`config.mk`:
```
export PLATFORM = sky130hd
export DESIGN_NAME = multi_queue_waitlist_manager_top_flat
export DESIGN_NICKNAME = d
export VERILOG_FILES = /design/src/hdl/mqwm_pkg.sv /design/src/hdl/mqwm_if.sv /design/src/hdl/mqwm_cell.sv /design/src/hdl/multi_queue_waitlist_manager_top.sv /design/src/flat_wrapper.sv
export SDC_FILE = /design/constraint.sdc
export NUM_CORES = 2
export LEC_CHECK = 0
export BUFFER_PORTS_ARGS = -buffer_cell sky130_fd_sc_hd__buf_4
export CORE_MARGIN = 5
export CORE_UTILIZATION = 40
export CTS_CLUSTER_DIAMETER = 40
export CTS_CLUSTER_SIZE = 14
export DETAILED_ROUTE_END_ITERATION = 7
export PLACE_DENSITY_LB_ADDON = 0.08
export SLEW_MARGIN = 5
export SYNTH_ARGS = -nofsm -noshare
export SYNTH_HDL_FRONTEND = slang
export SYNTH_HIERARCHICAL = 1
export SYNTH_SLANG_ARGS = --single-unit
```
`constraint.sdc`:
```
create_clock -name clk -period 5.3 [get_ports clk]
set_input_delay 0.53 -clock clk [delete_from_list [all_inputs] [get_ports clk]]
set_output_delay 0.53 -clock clk [all_outputs]
set_load 0.02 [all_outputs]
```
`src/hdl/mqwm_pkg.sv`:
```
`timescale 1ns / 1ps
// ----------------------------------------------------------------------------
// mqwm_pkg: shared types and codes
// Operation kinds, status codes and the cell control struct.
// ----------------------------------------------------------------------------
package mqwm_pkg;

    typedef enum logic [1:0] {
        KIND_ENQ   = 2'd0,
        KIND_DEQ   = 2'd1,
        KIND_FIND  = 2'd2,
        KIND_CHECK = 2'd3
    } kind_t;

    typedef enum logic [2:0] {
        ST_OK      = 3'd0,
        ST_DUP     = 3'd1,
        ST_EMPTY   = 3'd2,
        ST_FULL    = 3'd3,
        ST_UNKNOWN = 3'd4
    } status_t;

    localparam int IN_ID_W  = 16;
    localparam int IN_Q_W   = 3;
    localparam int OUT_CNT_W = 5;

    // control from the sequencer to every queue cell
    typedef struct packed {
        logic       scan;     // compare this cycle
        logic       clear;    // clear match flags
        logic       push;     // append the search id to the selected cell
        logic       pop;      // drop the head of the selected cell
        logic       open;     // mark the selected cell open
        logic [5:0] sel;      // selected queue
    } cell_ctrl_t;

endpackage

```
`src/hdl/mqwm_if.sv`:
```
`timescale 1ns / 1ps
// ----------------------------------------------------------------------------
// mqwm_if: valid/ready channel
// Carries one word per handshake with a generic payload.
// ----------------------------------------------------------------------------
interface mqwm_if #(
    parameter int W = 8
);
    logic         valid;
    logic         ready;
    logic [W-1:0] data;

    modport source (output valid, output data, input ready);
    modport sink   (input valid, input data, output ready);
endinterface

```
`src/hdl/mqwm_cell.sv`:
```
`timescale 1ns / 1ps
// ----------------------------------------------------------------------------
// mqwm_cell: one queue held as a rotating shift line
// Entries rotate one slot a cycle during a scan; the entry at the head end
// is compared with the search id, so a full rotation visits every slot.
// ----------------------------------------------------------------------------
module mqwm_cell
    import mqwm_pkg::*;
#(
    parameter int IDX         = 0,
    parameter int QUEUE_DEPTH = 16,
    parameter int ID_BITS     = 16
)(
    input  logic                           clk,
    input  logic                           rst_n,
    input  cell_ctrl_t                     ctrl,
    input  logic [ID_BITS-1:0]             search_id,
    output logic                           open,
    output logic [$clog2(QUEUE_DEPTH+1)-1:0] count,
    output logic                           match,
    output logic [ID_BITS-1:0]             head
);
    localparam int CW = $clog2(QUEUE_DEPTH+1);
    localparam int PW = (QUEUE_DEPTH > 1) ? $clog2(QUEUE_DEPTH) : 1;

    logic [ID_BITS-1:0] slot_reg [QUEUE_DEPTH];
    logic [CW-1:0]      count_reg, count_next;
    logic [PW-1:0]      pos_reg;
    logic               open_reg, match_reg;
    logic               me;

    assign me    = (ctrl.sel == 6'(IDX));
    assign open  = open_reg;
    assign count = count_reg;
    assign match = match_reg;
    assign head  = slot_reg[0];

    // count update
    always_comb
    begin
        count_next = count_reg;
        if (me && ctrl.push)
            count_next = count_reg + CW'(1);
        else if (me && ctrl.pop)
            count_next = count_reg - CW'(1);
    end

    // control state
    always_ff @(posedge clk or negedge rst_n)
    begin
        if (!rst_n)
        begin
            open_reg  <= 1'b0;
            count_reg <= '0;
            match_reg <= 1'b0;
            pos_reg   <= '0;
        end
        else
        begin
            count_reg <= count_next;
            if (me && ctrl.open)
                open_reg <= 1'b1;
            if (ctrl.clear)
            begin
                match_reg <= 1'b0;
                pos_reg   <= '0;
            end
            else if (ctrl.scan)
            begin
                if (open_reg && ({1'b0, pos_reg} < count_reg) && slot_reg[0] == search_id)
                    match_reg <= 1'b1;
                pos_reg <= (pos_reg == PW'(QUEUE_DEPTH-1)) ? '0 : pos_reg + PW'(1);
            end
        end
    end

    // entry line: rotate on scan, shift out on pop, write tail on push
    always_ff @(posedge clk)
    begin
        if (ctrl.scan)
        begin
            for (int k = 0; k < QUEUE_DEPTH; k++)
                slot_reg[k] <= slot_reg[(k+1) % QUEUE_DEPTH];
        end
        else if (me && ctrl.pop)
        begin
            for (int k = 0; k < QUEUE_DEPTH-1; k++)
                slot_reg[k] <= slot_reg[k+1];
        end
        else if (me && ctrl.push)
        begin
            for (int k = 0; k < QUEUE_DEPTH; k++)
                if (CW'(k) == count_reg)
                    slot_reg[k] <= search_id;
        end
    end
endmodule

```
`src/hdl/multi_queue_waitlist_manager_top.sv`:
```
`timescale 1ns / 1ps
// ----------------------------------------------------------------------------
// multi_queue_waitlist_manager_top: queue manager top level
// Each queue is a cell holding its entries in a rotating shift line. An
// enqueue or membership query rotates every cell through all QUEUE_DEPTH slots
// while each compares its head slot; dequeue and check skip that pass. A
// second pass walks the cells in turn to find the longest open queue. The
// input is ready again once the result is stored, so a new word is taken
// only when the previous one is through. While a stored result is not
// taken, the next word is processed but waits before its result is stored,
// and the input stays closed until then.
// ----------------------------------------------------------------------------
module multi_queue_waitlist_manager_top
    import mqwm_pkg::*;
#(
    parameter int NUM_QUEUES  = 8,
    parameter int QUEUE_DEPTH = 16,
    parameter int ID_BITS     = 16
)(
    input logic  clk,
    input logic  rst_n,
    mqwm_if.sink   in_ch,
    mqwm_if.source out_ch
);
    localparam int CW = $clog2(QUEUE_DEPTH+1);
    localparam int QW = (NUM_QUEUES > 1) ? $clog2(NUM_QUEUES) : 1;
    localparam int SW = $clog2(QUEUE_DEPTH+1);
    localparam int NW = $clog2(NUM_QUEUES+1);
    localparam int OW = IN_ID_W + IN_Q_W + OUT_CNT_W + 5;

    typedef enum logic [2:0] {S_IDLE, S_CLR, S_SCAN, S_ACT, S_BEST, S_OUT} state_t;

    state_t             state_reg;
    kind_t              kind_reg;
    logic [IN_Q_W-1:0]  q_reg;
    logic [ID_BITS-1:0] id_reg;
    logic [SW-1:0]      step_reg;
    logic [NW-1:0]      walk_reg;
    status_t            status_reg;
    logic [ID_BITS-1:0] removed_reg;
    logic               wait_reg, any_reg;
    logic [QW-1:0]      best_q_reg;
    logic [CW-1:0]      best_n_reg;
    logic               out_valid_reg;
    logic [OW-1:0]      out_data_reg;

    cell_ctrl_t         ctrl;
    logic [NUM_QUEUES-1:0] c_open, c_match;
    logic [CW-1:0]      c_count [NUM_QUEUES];
    logic [ID_BITS-1:0] c_head  [NUM_QUEUES];
    logic               known;
    logic [QW-1:0]      qi, wi;

    assign known = ({3'b0, q_reg} < 6'(NUM_QUEUES));
    assign qi    = QW'(q_reg);
    assign wi    = QW'(walk_reg);

    // row of queue cells
    for (genvar g = 0; g < NUM_QUEUES; g++)
    begin : g_cell
        mqwm_cell #(.IDX(g), .QUEUE_DEPTH(QUEUE_DEPTH), .ID_BITS(ID_BITS)) u_cell (
            .clk(clk), .rst_n(rst_n), .ctrl(ctrl), .search_id(id_reg),
            .open(c_open[g]), .count(c_count[g]), .match(c_match[g]),
            .head(c_head[g])
        );
    end

    // cell control
    always_comb
    begin
        ctrl       = '0;
        ctrl.sel   = known ? 6'(q_reg) : 6'h3f;
        ctrl.clear = (state_reg == S_CLR);
        ctrl.scan  = (state_reg == S_SCAN);
        if (state_reg == S_ACT && known)
        begin
            case (kind_reg)
                KIND_ENQ:
                begin
                    ctrl.open = 1'b1;
                    ctrl.push = !c_match[qi] && (c_count[qi] < CW'(QUEUE_DEPTH));
                end
                KIND_DEQ:
                    ctrl.pop = c_open[qi] && (c_count[qi] != '0);
                default: ;
            endcase
        end
    end

    assign in_ch.ready  = (state_reg == S_IDLE);
    assign out_ch.valid = out_valid_reg;
    assign out_ch.data  = out_data_reg;

    // sequencer and result registers
    always_ff @(posedge clk or negedge rst_n)
    begin
        if (!rst_n)
        begin
            state_reg     <= S_IDLE;
            out_valid_reg <= 1'b0;
            step_reg      <= '0;
            walk_reg      <= '0;
            any_reg       <= 1'b0;
            kind_reg      <= KIND_ENQ;
            q_reg         <= '0;
            id_reg        <= '0;
            status_reg    <= ST_OK;
            removed_reg   <= '0;
            wait_reg      <= 1'b0;
            best_q_reg    <= '0;
            best_n_reg    <= '0;
            out_data_reg  <= '0;
        end
        else
        begin
            if (out_ch.valid && out_ch.ready)
                out_valid_reg <= 1'b0;
            case (state_reg)
                S_IDLE:
                    if (in_ch.valid)
                    begin
                        kind_reg  <= kind_t'(in_ch.data[IN_Q_W+IN_ID_W +: 2]);
                        q_reg     <= in_ch.data[IN_ID_W +: IN_Q_W];
                        id_reg    <= ID_BITS'(in_ch.data[IN_ID_W-1:0]);
                        state_reg <= S_CLR;
                    end
                S_CLR:
                begin
                    step_reg  <= '0;
                    state_reg <= (kind_reg == KIND_ENQ || kind_reg == KIND_FIND) ? S_SCAN : S_ACT;
                end
                S_SCAN:
                begin
                    step_reg <= step_reg + SW'(1);
                    if (step_reg == SW'(QUEUE_DEPTH-1))
                        state_reg <= S_ACT;
                end
                S_ACT:
                begin
                    status_reg  <= ST_OK;
                    removed_reg <= '0;
                    wait_reg    <= 1'b0;
                    case (kind_reg)
                        KIND_ENQ:
                            if (!known) status_reg <= ST_UNKNOWN;
                            else if (c_match[qi]) status_reg <= ST_DUP;
                            else if (c_count[qi] >= CW'(QUEUE_DEPTH)) status_reg <= ST_FULL;
                        KIND_DEQ:
                            if (!known || !c_open[qi]) status_reg <= ST_UNKNOWN;
                            else if (c_count[qi] == '0) status_reg <= ST_EMPTY;
                            else removed_reg <= c_head[qi];
                        KIND_FIND:
                            wait_reg <= |c_match;
                        KIND_CHECK:
                            if (!known || !c_open[qi]) status_reg <= ST_UNKNOWN;
                            else if (c_count[qi] == '0) status_reg <= ST_EMPTY;
                            else wait_reg <= 1'b1;
                        default: ;
                    endcase
                    walk_reg   <= '0;
                    any_reg    <= 1'b0;
                    best_q_reg <= '0;
                    best_n_reg <= '0;
                    state_reg  <= S_BEST;
                end
                S_BEST:
                begin
                    if (c_open[wi] && (!any_reg || c_count[wi] > best_n_reg))
                    begin
                        any_reg    <= 1'b1;
                        best_q_reg <= wi;
                        best_n_reg <= c_count[wi];
                    end
                    walk_reg <= walk_reg + NW'(1);
                    if (walk_reg == NW'(NUM_QUEUES-1))
                        state_reg <= S_OUT;
                end
                S_OUT:
                    if (!out_valid_reg)
                    begin
                        out_valid_reg <= 1'b1;
                        out_data_reg  <= {status_reg, IN_ID_W'(removed_reg), wait_reg,
                                          any_reg, IN_Q_W'(best_q_reg),
                                          OUT_CNT_W'(best_n_reg)};
                        state_reg     <= S_IDLE;
                    end
                default:
                    state_reg <= S_IDLE;
            endcase
        end
    end

    // no new word is taken while a search is under way
    a_ready_idle: assert property (@(posedge clk) disable iff (!rst_n)
        in_ch.ready |-> (state_reg == S_IDLE)) else $error("ready outside idle");
    // a dequeue never reports a removed id together with an error
    a_removed_ok: assert property (@(posedge clk) disable iff (!rst_n)
        (out_ch.valid && out_data_reg[OW-1 -: 3] != ST_OK) |->
        (out_data_reg[OW-4 -: IN_ID_W] == '0)) else $error("removed id on error");
    // a busiest count without an open queue cannot happen
    a_best: assert property (@(posedge clk) disable iff (!rst_n)
        (state_reg == S_OUT && !any_reg) |-> (best_n_reg == '0)) else $error("count without queue");
endmodule

```
`src/flat_wrapper.sv`:
```
// flat-port wrapper written by rule: the top's interface ports become plain ports
module multi_queue_waitlist_manager_top_flat import mqwm_pkg::*;
#(
    parameter int NUM_QUEUES  = 8,
    parameter int QUEUE_DEPTH = 16,
    parameter int ID_BITS     = 16
)
  (clk, rst_n, in_ch_valid, in_ch_data, in_ch_ready, out_ch_valid, out_ch_data, out_ch_ready);
  mqwm_if #(.W((21))) in_ch_i ();
  mqwm_if #(.W((29))) out_ch_i ();
  input logic clk;
  input logic rst_n;
  input wire logic [$bits(in_ch_i.valid)-1:0] in_ch_valid;
  input wire logic [$bits(in_ch_i.data)-1:0] in_ch_data;
  output wire logic [$bits(in_ch_i.ready)-1:0] in_ch_ready;
  output wire logic [$bits(out_ch_i.valid)-1:0] out_ch_valid;
  output wire logic [$bits(out_ch_i.data)-1:0] out_ch_data;
  input wire logic [$bits(out_ch_i.ready)-1:0] out_ch_ready;
  assign in_ch_i.valid = in_ch_valid;
  assign in_ch_i.data = in_ch_data;
  assign in_ch_ready = in_ch_i.ready;
  assign out_ch_valid = out_ch_i.valid;
  assign out_ch_data = out_ch_i.data;
  assign out_ch_i.ready = out_ch_ready;
  multi_queue_waitlist_manager_top #(.NUM_QUEUES(NUM_QUEUES), .QUEUE_DEPTH(QUEUE_DEPTH), .ID_BITS(ID_BITS)) u_core (.clk(clk), .rst_n(rst_n), .in_ch(in_ch_i), .out_ch(out_ch_i));
endmodule
```
==> results.yml <==
worst_setup_path:
  cp-end-kind: "flip-flop"
  worstSetupStartpointType: "flip-flop"
  required_ns: 5.89
  crit_type: "reg -> reg"
  crit_fanout: 21
  worstPathArrival_ns: 5.13
synthesis:
  async_flop_share_pct: 8.079
  synth_area_um2: 105500
  synth-seq-cells: 2228
  yosysWarnings: 6
  synth-edff-count: 2048
  synth_cell_types: 93
  synth_cells: 6309
  synth_seq_area_share_pct: 62.55
  avgSynthCellArea_um2: 16.72
  synthFlopType: "edfxtp_1"
sta:
  skew_ns: 0.07021
  relSlewSlack_pct: 23.41
  finalHoldViolations: 0
  rsz0062_at_grt: "false"
  finalCriticalPeriod_ns: 4.540
  whs_ns: 0.07349
  tns_ns: 0
  slew_viol_final: 0
  tightestPinTransition_ns: 1.145
  fin_crit_sh_pct: 85.65
  setup_violations: 0
  max_freq_mhz: 220.3
pwr:
  p_switching_w: 0.02439
  netSwitchingFraction_pct: 32.04
  clockPowerShare_pct: 34.2
  vdd_drop_max_v: 0.0007496
  leakage_nw: 45.03
  pwr-share-seq_pct: 43.0
  powerDensity_nw_per_um2: 618.9
  intPower_w: 0.05174
  combPwrFrac_pct: 22.7
cells_and_area:
  largest_register_ffs: 2048
  area_growth_syn_to_layout_pct: 16.57
  drive_gt1_share_pct: 48.53
  nets: 6517
  fill_cells: 22480
  post-route-cell-area_um2: 123000
  fin_util_pct: 46.86
drt:
  drc: 0
  dr.pass1.iters: 7
  final_antenna_net_count: 0
  routedWlPerCell_um: 27.78
  drt_iter0_drc: 3864
  post_drt_via_cell_ratio: 5.382
  wirelength_um: 285100
  dr_total_vias: 55240
clock_tree:
  cts-root-buf: "clkbuf_16"
  clk_latency_ns: 0.95
  cts.sinks: 2228
  cts_buffers: 393
  clk_pin_slew_ns: 0.05
  htree_num_levels: 5
  ctsResizeCount: 0
  cts_tree: "yes"
  cts_max_path_buffers: 4
placed_design:
  place_area_um2: 108900
  dp_hpwl_um: 175200
  gp_congestion: 0.8387
  io_buffers: 55
global_route:
  grt_pass1_wl_um: 416800
  grt-ovfl-total: 0
  grt_max_degree: 108
  antenna_found_initial: 11
  track_usage_pct: 20.46
  grt_pass1_vias: 57310
floorplan:
  fp-row-count: 188
  die_w_um: 523.6
  num_io_pins: 56
  initial_core_util_pct: 40.20
  coreArea_um2: 262500
  dieArea_um2: 274200
  die_h_um: 523.6
hold_path:
  min_path_type: "in -> reg"
status:
  status: "completed"
run:
  cap_violations: 0
-- routing by layer --
layer  vias to the layer above  global-route usage (%)  share of wire [%]
li1                      24510                       -                  -
met1                     28810                   29.32                 46
met2                      1456                   31.74                 45
met3                       474                   3.291                4.9
met4                         0                   7.009                3.6
met5                         -                       0                  0
-- kinds of logic after synthesis --
logic type               Yosys count  share of synthesized area, %
buffers and inverters            714                         3.741
adder cells (fa/ha/maj)           88                         1.043
multiplexers                    2192                         24.99
AO/OA/AOI/OAI                    314                         1.874
other                              1                      0.003554
XOR/XNOR                         168                         1.394
flip-flops                      2228                         62.55
AND/OR/NAND/NOR                  604                         4.403
-- final timing paths --
| kind | start | end | slack, ns | depth (start not counted) |
|---|---|---|---|---|
| min reg2reg | u_core/step_reg[3] | u_core/step_reg[3] | 0.48 | 1 |
| min | in_ch_data[17] | u_core/q_reg[1] | 0.07 | 3 |
| max in group asynchronous | rst_n | u_core/g_cell[5].u_cell/pos_reg[1] | 3.89 | 3 |
| max | u_core/g_cell[4].u_cell/count[3] | u_core/g_cell[3].u_cell/slot_reg[1][109] | 0.76 | 11 |
| max reg2reg | u_core/g_cell[4].u_cell/count[3] | u_core/g_cell[3].u_cell/slot_reg[1][109] | 0.76 | 11 |
| min in group asynchronous | rst_n | u_core/id_reg[8] | 0.09 | 2 |
-- critical path, cell delays in order (launching register included) --
cell	delay, ns
dfrtp_1	0.72
nor4_1	0.16
mux4_2	0.54
o21ai_1	0.27
o21ai_2	0.12
inv_4	0.27
buf_4	0.37
inv_1	0.19
nor3_1	0.61
nor2_1	0.45
o21ai_1	0.22
buf_4	0.28
-- stage by stage --
stage                     power, W  setup slack, ns  cells
after floorplan            0.04228           0.1099   6341
after global placement     0.05035           0.7841   9503
after detailed placement   0.05031           0.7905   9503
after CTS                  0.07705           0.7542  10260
after global routing       0.07930           0.5210  10260
final                      0.07612           0.7604  10260
-- timing repair --
item	in CTS	in global routing
buffers inserted	0	0
hold buffers	21	0
endpoints found under the hold margin	93	0
-- synthesized netlist by cell type (10+ instances only) --
master / number / area, µm²
a211oi_1: 10 / 75.07
a21o_1: 19 / 142.6
a21oi_1: 53 / 265.3
a31oi_1: 10 / 62.56
and3_1: 13 / 81.33
buf_1: 53 / 198.9
buf_2: 97 / 485.5
buf_4: 148 / 1111
buf_6: 64 / 720.7
clkbuf_1: 260 / 975.9
dfrtp_1: 180 / 4504
edfxtp_1: 2048 / 61500
ha_1: 88 / 1101
inv_1: 82 / 307.8
mux2_1: 70 / 788.3
mux2_2: 1722 / 19390
mux2_4: 306 / 4594
mux2i_1: 43 / 430.4
mux4_2: 47 / 1059
nand2_1: 172 / 645.6
nand2_2: 13 / 81.33
nand2b_1: 33 / 206.5
nand3_1: 34 / 170.2
nand3b_1: 11 / 82.58
nand4_1: 22 / 137.6
nand4_2: 40 / 500.5
nand4_4: 43 / 914.6
nor2_1: 48 / 180.2
nor3_1: 14 / 70.07
nor3_2: 11 / 110.1
nor3_4: 11 / 178.9
nor4_1: 44 / 275.3
o21ai_0: 119 / 595.6
o22ai_1: 12 / 75.07
o31ai_1: 26 / 195.2
or3_1: 10 / 62.56
xnor2_1: 47 / 411.6
xor2_1: 121 / 1060
-- area by class of cell --
type	instances	area [µm²]	share of cell area (%)
Tap cell	3515	4398	3.576
Sequential cell	2228	66070	53.72
Clock buffer	429	10060	8.181
Antenna cell	2	5.005	0.004069
Clock inverter	309	3801	3.090
Timing Repair Buffer	298	2460	2.000
Inverter	84	326.6	0.2655
Multi-Input combinational cell	3399	35880	29.17
-- power groups by stage --
stage | Clock (W) | Combinational [W] | Sequential [W]
floorplan | 0 | 0.0123 | 0.0300
global placement | 0 | 0.0172 | 0.0331
detailed placement | 0 | 0.0174 | 0.0330
CTS | 0.0267 | 0.0176 | 0.0328
global route | 0.0275 | 0.0186 | 0.0332
finish | 0.0261 | 0.0173 | 0.0328
-- layout by cell type, fill, tap and decap left out, types with 29 or more instances in the layout --
cell	count
clkbuf_16	395
nor2_1	45
clkinv_4	39
xor2_1	121
dfrtp_1	161
ha_1	88
bufinv_16	48
o21ai_1	57
edfxtp_1	2048
mux2_1	70
clkbuf_1	29
clkinv_2	40
conb_1	33
buf_4	263
a21oi_1	53
mux2i_1	43
mux2_4	306
nand3_1	34
mux2_2	1722
clkinv_1	30
nand4_4	43
nand2_1	172
inv_1	80
nand4_2	40
nand2b_1	33
xnor2_1	47
clkinvlp_4	56
o21ai_0	65
mux4_2	47
inv_6	59
nor4_1	44
Note: power is estimated with default switching activity, not from simulation.
